**config.mk**
```make
export PLATFORM = sky130hd
export DESIGN_NAME = swcd_mac_flat
export DESIGN_NICKNAME = d
export VERILOG_FILES = /design/src/rtl/core/swcd_pkg.sv /design/src/rtl/core/swcd_out_if.sv /design/src/rtl/core/swcd_mac.sv /design/src/flat_wrapper.sv
export SDC_FILE = /design/constraint.sdc
export NUM_CORES = 2
export LEC_CHECK = 0
export BUFFER_PORTS_ARGS = -buffer_cell sky130_fd_sc_hd__buf_2
export CAP_MARGIN = 15
export CELL_PAD_IN_SITES_DETAIL_PLACEMENT = 0
export CELL_PAD_IN_SITES_GLOBAL_PLACEMENT = 1
export CORE_MARGIN = 8
export CORE_UTILIZATION = 45
export CTS_CLUSTER_DIAMETER = 100
export DETAILED_ROUTE_END_ITERATION = 10
export HOLD_SLACK_MARGIN = 0.05
export PLACE_DENSITY = 0.74
export RECOVER_POWER = 25
export SLEW_MARGIN = 20
export SYNTH_ARGS = -nofsm -noshare
export SYNTH_HDL_FRONTEND = slang
export SYNTH_SLANG_ARGS = --single-unit
```
**constraint.sdc**
```tcl
create_clock -name clk -period 20.9 [get_ports clk]
set_clock_uncertainty 0.2 [all_clocks]
set_input_delay 1.045 -clock clk [delete_from_list [all_inputs] [get_ports clk]]
set_output_delay 1.045 -clock clk [all_outputs]
set_load 0.01 [all_outputs]
```
**src/rtl/core/swcd_pkg.sv**
```systemverilog
// shared constants, codes and types of the sparse weighted column dot core
package swcd_pkg;

	localparam int ROW_COUNT     = 1024;
	localparam int VALUE_WIDTH   = 16;
	localparam int ROW_FIELD_W   = 10;
	localparam int VALUE_FIELD_W = 16;
	localparam int SUM_W         = 56;
	localparam int INDEX_W       = 16;
	localparam int TAG_W         = 16;
	localparam int ROW_AW        = (ROW_COUNT > 1) ? $clog2(ROW_COUNT) : 1;
	localparam int PROD_WA_W     = 2 * VALUE_WIDTH;
	localparam int PROD_W        = 3 * VALUE_WIDTH;
	localparam int ADD_W         = ((PROD_W > SUM_W) ? PROD_W : SUM_W) + 1;
	localparam int ENTRY_W       = TAG_W + VALUE_WIDTH;

	localparam logic signed [SUM_W-1:0] SUM_MAX = {1'b0, {(SUM_W-1){1'b1}}};
	localparam logic signed [SUM_W-1:0] SUM_MIN = {1'b1, {(SUM_W-1){1'b0}}};

	// request kinds on the input channel
	typedef enum logic [1:0] {
		REQ_WEIGHT = 2'd0,
		REQ_A      = 2'd1,
		REQ_B      = 2'd2,
		REQ_CLOSE  = 2'd3
	} req_kind_t;

	// tag store sequencer
	typedef enum logic {
		ST_CLEAR,
		ST_RUN
	} clr_state_t;

	// item handed from the store stage to the multiply-accumulate stages
	typedef struct packed {
		logic                          is_b;
		logic                          is_close;
		logic                          hit;
		logic signed [VALUE_WIDTH-1:0] w;
		logic signed [VALUE_WIDTH-1:0] a;
		logic signed [VALUE_WIDTH-1:0] b;
	} item_t;

endpackage

```
**src/rtl/core/swcd_out_if.sv**
```systemverilog
// result channel interface: column sum and column index
interface swcd_out_if import swcd_pkg::*; ();
	logic                    valid;
	logic                    ready;
	logic signed [SUM_W-1:0] column_sum;
	logic [INDEX_W-1:0]      column_index;

	modport source (output valid, output column_sum, output column_index, input ready);
	modport sink (input valid, input column_sum, input column_index, output ready);
endinterface

```
**src/rtl/core/swcd_mac.sv**
```systemverilog
// weight-entry products, saturating accumulator and result register
module swcd_mac import swcd_pkg::*; (
	input  logic       clk,
	input  logic       arst_n,
	input  item_t      item_s1,
	output logic       advance,
	swcd_out_if.source rsp
);

	logic                          add_s2;
	logic                          is_close_s2;
	logic signed [PROD_WA_W-1:0]   prod_wa_s2;
	logic signed [VALUE_WIDTH-1:0] b_s2;
	logic                          add_s3;
	logic                          is_close_s3;
	logic signed [PROD_W-1:0]      prod_s3;

	logic signed [SUM_W-1:0]       running_sum_q;
	logic [INDEX_W-1:0]            closed_q;
	logic                          out_valid_q;
	logic signed [SUM_W-1:0]       out_sum_q;
	logic [INDEX_W-1:0]            out_idx_q;

	logic signed [ADD_W-1:0]       sum_ext;
	logic signed [SUM_W-1:0]       sat_sum;
	logic                          emit;

	// hold all stages while a close waits on a full result register
	assign advance = !(is_close_s3 && out_valid_q && !rsp.ready);
	assign emit    = advance && is_close_s3;

	// stage control
	always_ff @(posedge clk or negedge arst_n) begin
		if (!arst_n) begin
			add_s2      <= 1'b0;
			is_close_s2 <= 1'b0;
			add_s3      <= 1'b0;
			is_close_s3 <= 1'b0;
		end else if (advance) begin
			add_s2      <= item_s1.is_b && item_s1.hit;
			is_close_s2 <= item_s1.is_close;
			add_s3      <= add_s2;
			is_close_s3 <= is_close_s2;
		end
	end

	// weight times entry, then times second-matrix value
	always_ff @(posedge clk) begin
		if (advance) begin
			prod_wa_s2 <= $signed(item_s1.w) * $signed(item_s1.a);
			b_s2       <= item_s1.b;
			prod_s3    <= prod_wa_s2 * b_s2;
		end
	end

	// saturating add onto the running sum
	always_comb begin
		sum_ext = ADD_W'(running_sum_q) + ADD_W'(prod_s3);
		if (sum_ext > ADD_W'(SUM_MAX)) begin
			sat_sum = SUM_MAX;
		end else if (sum_ext < ADD_W'(SUM_MIN)) begin
			sat_sum = SUM_MIN;
		end else begin
			sat_sum = sum_ext[SUM_W-1:0];
		end
	end

	// accumulator, column count and result valid
	always_ff @(posedge clk or negedge arst_n) begin
		if (!arst_n) begin
			running_sum_q <= '0;
			closed_q      <= '0;
			out_valid_q   <= 1'b0;
		end else if (emit) begin
			running_sum_q <= '0;
			closed_q      <= closed_q + 1'b1;
			out_valid_q   <= 1'b1;
		end else begin
			if (rsp.ready) begin
				out_valid_q <= 1'b0;
			end
			if (advance && add_s3) begin
				running_sum_q <= sat_sum;
			end
		end
	end

	// result payload
	always_ff @(posedge clk) begin
		if (emit) begin
			out_sum_q <= running_sum_q;
			out_idx_q <= closed_q + 1'b1;
		end
	end

	assign rsp.valid        = out_valid_q;
	assign rsp.column_sum   = out_sum_q;
	assign rsp.column_index = out_idx_q;

endmodule

```
**src/flat_wrapper.sv**
```systemverilog
// flat-port wrapper written by rule: the top's interface ports become plain ports
module swcd_mac_flat import swcd_pkg::*;
  (clk, arst_n, item_s1, advance, rsp_valid, rsp_column_sum, rsp_column_index, rsp_ready);
  swcd_out_if rsp_i ();
  input  logic clk;
  input  logic arst_n;
  input  item_t item_s1;
  output logic advance;
  output wire logic [$bits(rsp_i.valid)-1:0] rsp_valid;
  output wire logic [$bits(rsp_i.column_sum)-1:0] rsp_column_sum;
  output wire logic [$bits(rsp_i.column_index)-1:0] rsp_column_index;
  input wire logic [$bits(rsp_i.ready)-1:0] rsp_ready;
  assign rsp_valid = rsp_i.valid;
  assign rsp_column_sum = rsp_i.column_sum;
  assign rsp_column_index = rsp_i.column_index;
  assign rsp_i.ready = rsp_ready;
  swcd_mac u_core (.clk(clk), .arst_n(arst_n), .item_s1(item_s1), .advance(advance), .rsp(rsp_i));
endmodule
```
== After elaboration in Yosys (flattened, before gate mapping) ==
Cells that the tools add are included.
Word-level totals
  register bits after elaboration: 245
  input bits: 54
  output and inout bits: 74
  logic and storage cells: 33
Cells by class
  add/subtract/negate cells: 2
  multiply operators: 2
  order comparisons: 2
  mux-type cells: 6
  reduce and logical (&&, ||, !) cells: 9
Operators by type and width (number)
  56-bit 2-to-1 mux: 4
  56-bit by 48-bit adder with 57-bit output: 1
  57-bit by 56-bit greater-than comparator with 1-bit output, second input constant: 1
  57-bit by 56-bit < comparator with 1-bit output, second input constant: 1
  32-bit by 16-bit multiplier with 48-bit output: 1
  16-bit by 16-bit multiplier with 32-bit output: 1
  16-bit by 1-bit adder with 16-bit output, second input constant: 1
  1-bit logical AND: 5
  2-bit nonzero test: 2
  1-bit zero test: 2
  1-bit 2-to-1 mux: 2

== Logic depth before layout (Yosys ltp) ==
  word-level depth: 6
  mapped depth: 26
  gate-level depth less buffers: 25

== Least setup slack after synthesis ==
No wires, ideal clock.
  path type: input to register
  start: input port item_s1[17] (netlist bit)
  end: register u_core.prod_wa_s2[31] (data pin)
  library setup time: 0.265 ns
  data arrival time: 6.883 ns
  data required time: 20.435 ns
  slack: 13.552 ns
  stages: 25
  path through: clkbuf_1 -> nand2_1 -> inv_1 -> fa_1 -> fa_1 -> fa_1 -> inv_1 -> fa_1 -> inv_1 -> fa_1 -> inv_1 -> fa_1 -> inv_1 -> ha_1 -> a21o_1 -> a21o_1 -> a21o_1 -> a21o_1 -> a21oi_1 -> a311oi_1 -> o311a_1 -> o21ai_1 -> nand2b_1 -> a221oi_1 -> xnor2_1
Between the ends
  longest elaborated chain between the ends: 1
RTL lines
  start: declaration: RTL line flat_wrapper.sv:7  | input item_t item_s1;
  16-bit by 16-bit multiplier with 32-bit output: RTL line swcd_mac.sv:50  | prod_wa_s2 <= $signed(item_s1.w) * $signed(item_s1.a);
  end signal: assignment: RTL line swcd_mac.sv:50
  end: declaration: RTL line swcd_mac.sv:12  | logic signed [PROD_WA_W-1:0] prod_wa_s2;
Every way passes these cells.
A chain may end at the register's enable or synchronous reset.

== Final worst setup path ==
  start: register u_core.b_s2[15]
  end: register u_core.prod_s3[43] (data pin)
Between the ends
  longest elaborated chain between the ends: 1
RTL lines
  start: declaration: RTL line swcd_mac.sv:13  | logic signed [VALUE_WIDTH-1:0] b_s2;
  start signal: assignment: RTL line swcd_mac.sv:51  | b_s2 <= item_s1.b;
  32-bit by 16-bit multiplier with 48-bit output: RTL line swcd_mac.sv:52  | prod_s3 <= prod_wa_s2 * b_s2;
  end signal: assignment: RTL line swcd_mac.sv:52
  end: declaration: RTL line swcd_mac.sv:16  | logic signed [PROD_W-1:0] prod_s3;
Every way passes these cells.

==> flow_summary.toml <==
[detailed_routing]
routedWlPerCell_um = 17.1
vias = 25800
drt-pass1-iter-count = 5
dr.first_iter.drc_count = 1339
vias_per_cell = 5.01
wl_um = 87800
route.detailed.drc = 0
antenna_left = 0

[run_status]
status = "complete, but fails checks"
violations = "max-capacitance violations, max-slew violations"

[clocking]
clkLatencyLatePin_ns = 0.57
cts_buffer_depth = 3
cts_resized = 0
numCtsBuffers = 28
cts_root_buf = "clkbuf_16"
clk_pin_slew_ns = 0.06
cts.sinks = 245
htreeDepth = 1
cts_tree = "done"
ctsHoldBuffers = 0
cts_setup_buffers = 0

[worst_setup_path]
crit_fanout = 28
timing.rr.start = "u_core.b_s2[15]"
required_ns = 21.01
worst_r2r_path_depth = 22
r2r-end = "u_core.prod_s3[43]"
critPathMostFrequentCell = "fa_1"
ff2ff_setup_slack_ns = 13.22
cp_data_arrival_time_ns = 7.79
timing_worst_setup_path_type = "reg -> reg"
critPathSlowestCell = "a2111oi_0"
critPathMaxStageDelay_ns = 0.69
endpoint_kind = "flop"
crit_chain = "inv_2 > nor2_1 > fa_1 > fa_1 > fa_1 > fa_1 > fa_1 > inv_1 > fa_1 > inv_1 > ha_1 > a21o_1 > a21o_1 > a21oi_1 > nor3_1 > a2111oi_0 > a211o_1 > a211o_1 > a31oi_1 > a21o_1 > a21oi_1 > xnor2_1"
start_kind = "flop"

[timing]
fin_crit_sh = 0.367
rsz0062_at_grt = "no"
setup_viol = 0
slew_headroom = -0.738
tns_ns = 0
drv_slew = 114
finalHoldViolations = 0
worst_pin_slew_ns = 2.61
max_freq_mhz = 130
fin_crit_ns = 7.68

[synth]
synthArstFlopShare = 0.314
syn-num-nets = 5020
synth_top_area_frac = 0.387
ys_types = 69
yosys.area.top_type = "fa_1"
synth_edf_count = 168
yosysMostFrequentCell = "inv_1"
synth_ff_type = "edfxtp_1"
yosys_warnings = 0
synth_area_per_cell_um2 = 9.78
synth_seq_cells = 245
synth_seq_area_share = 0.180
synthTopCellsByArea = "fa_1, edfxtp_1, inv_1, ha_1, and2_1"
syn_area_um2 = 38800
synthTopCellsByCount = "inv_1, fa_1, nand2_1"
syn-instance-count = 3964

[placed_design]
dp_hpwl_um = 71700
portBuffers = 127
gp_congestion = 0.889

[worst_hold_path]
holdCritStartpoint = "u_core.is_close_s2"
min_path_cells = 1
holdPathEnd = "u_core.is_close_s3"
hold_class = "reg -> reg"

[cells_and_area]
area.growth.synth_to_final_pct = 6.52
fin_nets = 5040
antennaDiodeCount = 0
drive_gt1_frac = 0.0509

[global_routing]
overflow = 0
grt_use_total = 0.187
grt_start_max_net_pins = 64
grt_pass1_vias = 27700
grt_pass1_wl_um = 146000
antenna_found_initial = 1

[die]
die_h_um = 309
dieWidth_um = 309
io_pins = 128
row_count = 107
coreArea_um2 = 85300
design.die.area_um2 = 95800
initial_core_util = 0.454

[flow_run]
cap_violations = 3
cell usage in the layout (no fill, tap or decap), types with 5 or more instances in the layout:
| cell | count |
|---|---|
| buf_2 | 114 |
| clkbuf_16 | 31 |
| a221oi_1 | 5 |
| inv_1 | 889 |
| o31ai_1 | 7 |
| edfxtp_1 | 168 |
| clkinv_2 | 7 |
| o21bai_1 | 22 |
| o21a_1 | 13 |
| o211ai_1 | 9 |
| xor2_1 | 52 |
| xnor2_1 | 111 |
| clkbuf_1 | 18 |
| nand2b_1 | 30 |
| o21ai_0 | 55 |
| fa_1 | 749 |
| a21o_1 | 72 |
| ha_1 | 253 |
| nand3_1 | 30 |
| nand4_1 | 21 |
| a221o_1 | 52 |
| or3_1 | 7 |
| buf_4 | 18 |
| and2_1 | 307 |
| nor2b_1 | 14 |
| a31oi_1 | 12 |
| and3_1 | 18 |
| o21ai_1 | 8 |
| a21oi_1 | 110 |
| nand2_1 | 495 |
| a211oi_1 | 11 |
| a211o_1 | 5 |
| nor3_1 | 22 |
| dfrtp_1 | 77 |
| nor2_1 | 116 |
critical path, delay by kind of cell (launching register included):
family                   cells  cell delay [ns]
flip-flops                   1             0.59
adder cells (fa/ha/maj)      7             3.23
AO/OA/AOI/OAI                9             2.41
XOR/XNOR                     1             0.09
buffers and inverters        3             0.68
AND/OR/NAND/NOR              2             0.23
layout make-up:
class	count	area (um^2)
multi-input combinational	2671	27800
clock inverter	16	141
sequential	245	6970
inverter	890	3340
tap	1144	1430
fill	8149	44000
timing repair buffer	148	788
clock buffer	36	805
stage by stage:
stage,hold slack [ns],cells,instance area [um^2],utilization,setup WS (ns)
final,0.262,5150,41300,0.484,13.22
after global routing,0.277,5150,41300,0.484,12.88
after CTS,0.193,5148,41300,0.484,13.04
after detailed placement,0.251,5096,40300,0.473,12.92
after global placement,0.239,5096,40300,0.473,12.97
after floorplan,0.230,3964,38800,-,13.55
sequential cells by signal, indices dropped and copies added, names as in the netlist:
name / flops
u_core.closed_q: 16
u_core.running_sum_q: 56
u_core.is_close_s2: 1
u_core.b_s2: 16
u_core.prod_s3: 48
u_core.rsp.column_index: 16
u_core.rsp.column_sum: 56
u_core.add_s2: 1
u_core.is_close_s3: 1
u_core.rsp.valid: 1
u_core.prod_wa_s2: 32
u_core.add_s3: 1
per-layer routing:
layer  up-vias  global-route usage  part of all wire
li1      12200                   -                 -
met1     13000               0.266              0.47
met2       565               0.306              0.45
met3        72              0.0315             0.059
met4         2              0.0308             0.013
met5         -                   0           0.00014
how the worst max path moves through the flow:
stage | to | cells past startpoint | slack, ns | start
4_1_cts | u_core.prod_s3[43] | 23 | 13.04 | u_core.b_s2[4]
6_report | u_core.prod_s3[43] | 22 | 13.22 | u_core.b_s2[15]
5_1_grt | u_core.prod_s3[43] | 22 | 12.88 | u_core.b_s2[13]
3_5_place_dp | u_core.prod_wa_s2[30] | 23 | 12.92 | item_s1[17]
2_1_floorplan | u_core.prod_wa_s2[31] | 25 | 13.55 | item_s1[17]
3_3_place_gp | u_core.prod_wa_s2[30] | 23 | 12.97 | item_s1[17]
cells by family after synthesis:
logic type | after synthesis | share of synthesized area
DFF | 245 | 0.180
xor gates and xnor gates | 163 | 0.0368
muxes | 6 | 0.00200
buffers and inverters | 1048 | 0.103
adders and majority gates | 1002 | 0.469
and+or+nand+nor | 1079 | 0.133
AOI/OAI and AO/OA | 421 | 0.0762
Power is left out: the tool's default activity adds up to more than one toggle a clock period on the data nets, which glitch-free logic cannot reach.
